`config.mk`:
```
export PLATFORM = sky130hd
export DESIGN_NAME = idf_ram
export DESIGN_NICKNAME = d
export VERILOG_FILES = /design/src/rtl/core/idf_ram.sv
export SDC_FILE = /design/constraint.sdc
export NUM_CORES = 1
export LEC_CHECK = 0
export ABC_AREA = 0
export BUFFER_PORTS_ARGS = -buffer_cell sky130_fd_sc_hd__buf_2
export CORE_MARGIN = 5
export CORE_UTILIZATION = 60
export CTS_CLUSTER_SIZE = 28
export DETAILED_ROUTE_END_ITERATION = 10
export PLACE_DENSITY = 0.88
export SETUP_SLACK_MARGIN = 0.2
export SYNTH_ARGS = -nofsm -noshare
export SYNTH_HDL_FRONTEND = slang
export SYNTH_SLANG_ARGS = --single-unit
export TNS_END_PERCENT = 100
```
`constraint.sdc`:
```
create_clock -name i_clk -period 3.3 [get_ports i_clk]
set_input_delay 0.66 -clock i_clk [delete_from_list [all_inputs] [get_ports i_clk]]
set_output_delay 0.66 -clock i_clk [all_outputs]
set_load 0.02 [all_outputs]
```
`src/rtl/core/idf_ram.sv`:
```
`default_nettype none
module idf_ram #(
    parameter int WIDTH = 8,
    parameter int DEPTH = 16
) (
    input  wire logic                     i_clk,
    input  wire logic                     i_we,
    input  wire logic [$clog2(DEPTH)-1:0] i_waddr,
    input  wire logic [WIDTH-1:0]         i_wdata,
    input  wire logic [$clog2(DEPTH)-1:0] i_raddr,
    output      logic [WIDTH-1:0]         o_rdata
);

    logic [WIDTH-1:0] r_mem [DEPTH];

    always_ff @(posedge i_clk) begin
        if (i_we) begin
            r_mem[i_waddr] <= i_wdata;
        end
        o_rdata <= r_mem[i_raddr];
    end

endmodule
`default_nettype wire

```
==> flow_summary.toml <==
[global_routing]
grt_max_degree = 33
antenna_found_initial = 0
grt_pass1_vias = 2475
grt_pass1_wl_mm = 15.1
grt_overflow = 0
grt.total_usage = 0.213

[floorplan]
rows = 33
die_height_um = 103
ios = 26
die_area_mm2 = 0.0105
core_area_mm2 = 0.00830
die_w_um = 103
start_util = 0.620

[synthesis]
syn_area_per_cell_um2 = 22.5
synth_nets = 247
synth_xor_area_frac = 0
syn-cell-area_mm2 = 0.00515
seq_area_frac_synth = 0.778
synth_top_area_share = 0.747
synth_warnings = 0
synth-simple-area-share = 0.0318
ys_types = 19
yosys-top-cells-area = "edfxtp_1, mux4_2, mux4_1"
synthMuxAreaShare = 0.150
synth_top_family_by_area = "multiplexers"
synthCells = 229
synth_compound_area_frac = 0.0233
synth_fa_ha_area_frac = 0
yosys.area.top_type = "edfxtp_1"
ys_ff_latch = 136

[clocking]
root_buffer = "clkbuf_8"
cts_resized = 0
cts_buffer_depth = 2
clkTransAtPathRegs_ps = 60
cts_buffers = 17
htree_levels = 4
clock_sinks = 136
clk_latency_ps = 520
holdBufCountCts = 0
cts_setup_buffers = 0
cts_tree = "done"

[power]
ir_worst_vdd_mv = 0.495
p_comb_frac = 0.046
clkPwrFrac = 0.459
p_int_mw = 3.10
pwr-share-seq = 0.495
p_sw_frac = 0.209
p_per_area_mw_per_mm2 = 661
p_leak_nw = 2.00
power.switching_uw = 821

[sta]
setup_viol = 0
slew_viol_final = 0
skew_ps = 6.08
fmax_ghz = 0.487
period_share = 0.622
tightest_slew_ps = 1120
finalHoldViolCount = 0
period_minus_slack_ps = 2050
holdWs_ps = 507
relSlewSlack = 0.254
rsz0062_at_grt = "false"
fin_tns_setup_ps = 0

[worst_setup_path]
critPathCaptureType = "flip-flop"
cp.arrival_ps = 2460
critical_path_required_ps = 3700
path_class = "input pin to flip-flop"
critical_path.startpoint_type = "input pin"
path_max_fanout = 21

[drt]
drc_errors = 0
via_per_inst = 6.32
dr_total_vias = 2445
routedWlPerCell_um = 25.8
ant_nets = 0
wirelength_mm = 9.97
drt_iter0_markers = 277
dr.pass1.iters = 5

[place]
place_area_mm2 = 0.00536
place_inst = 355
port-buffer-count = 25
dpl.hpwl_mm = 5.91
gp_congestion = 0.715

[job]
cap_violations = 0

[final_layout]
area_growth_pct = 15.4
stdcell_count = 387
fin_area_mm2 = 0.00594
nets = 287
antennaDiodeCount = 0
drive_gt1_frac = 0.287
finish.utilization = 0.716

[status]
outcome = "finished clean"

[min_path]
hold_class = "input pin to flip-flop"
==> power groups by stage <==
stage | registers, mW | logic (mW) | clock network (mW)
2_1_floorplan | 1.99 | 0.0980 | 0
3_3_place_gp | 1.98 | 0.174 | 0
3_5_place_dp | 1.98 | 0.181 | 0
4_1_cts | 1.94 | 0.185 | 1.81
5_1_grt | 1.95 | 0.197 | 1.90
6_report | 1.94 | 0.181 | 1.80
==> logic make-up after synthesis <==
logic type | after synthesis
AND/OR/NAND/NOR | 35
buffers and inverters | 10
AO/OA/AOI/OAI | 16
multiplexers | 32
flip-flops | 136
==> final cells by class <==
type | instances | area, µm²
Clock inverter | 13 | 145
Sequential cell | 136 | 4000
Multi-Input combinational cell | 83 | 1060
Fill cell | 464 | 2360
Timing Repair Buffer | 31 | 170
Clock buffer | 19 | 432
Tap cell | 105 | 131
==> registers in the layout (all words and copies together), names as in the netlist <==
signal and count:
o_rdata 8, r_mem 128
==> cell usage after synthesis <==
library cell     instances
nand3b_1                 2
a22oi_1                 16
and2b_1                  1
edfxtp_1               128
dfxtp_1                  8
and2_1                   1
buf_4                    1
nand2b_1                 2
mux4_1                  14
mux4_2                  18
nor2b_1                  1
or3b_2                   1
nand2_1                  9
nor2_1                  13
clkdlybuf4s25_2          3
nand3_1                  1
buf_6                    3
buf_2                    3
nor3_1                   4
==> stage by stage <==
step           total power [mW]  setup WS, ps
2_1_floorplan              2.09          1150
3_3_place_gp               2.15           742
3_5_place_dp               2.16           700
4_1_cts                    3.94          1220
6_report                   3.92          1250
5_1_grt                    4.04          1120
==> routing by layer <==
metal,share of wire,up-vias,track usage,wire [µm]
li1,-,1058,-,-
met1,0.40,1242,0.296,4020
met2,0.50,130,0.326,4950
met3,0.083,15,0.0582,831
met4,0.017,0,0.0838,167
met5,0,-,0,0
==> cell usage in the layout, fill, tap and decap left out <==
cell        synthesis  final
nand2b_1            2      2
mux4_2             18     18
nand3b_1            2      2
or3b_2              1      1
clkinvlp_4          0      3
nand3_1             1      1
mux4_1             14     14
clkbuf_1            0      1
nor3_1              4      4
buf_2               3     25
a22oi_1            16     16
dfxtp_1             8      8
and2b_1             1      1
clkbuf_8            0      2
clkinv_4            0      3
bufinv_16           0      2
edfxtp_1          128    128
clkinv_2            0      2
buf_4               1      6
inv_6               0      3
nor2b_1             1      1
clkbuf_16           0     16
and2_1              1      1
nand2_1             9      9
nor2_1             13     13
==> critical path, stage by stage <==
cell and delay (ps):
buf_2 510, buf_4 370, mux4_1 600, a22oi_1 220
nand2_1 80
==> worst paths after layout <==
kind         depth (start not counted)              startpoint  slack, ps               endpoint
min                                  1              i_wdata[3]        510  r_mem[1][3]$_DFFE_PP_
max reg2reg                          3   r_mem[2][5]$_DFFE_PP_       1790     o_rdata[5]$_DFF_P_
min reg2reg                          3  r_mem[14][5]$_DFFE_PP_        670     o_rdata[5]$_DFF_P_
max                                  5              i_raddr[0]       1250     o_rdata[2]$_DFF_P_
No activity file was read; power rests on OpenSTA's default activity.
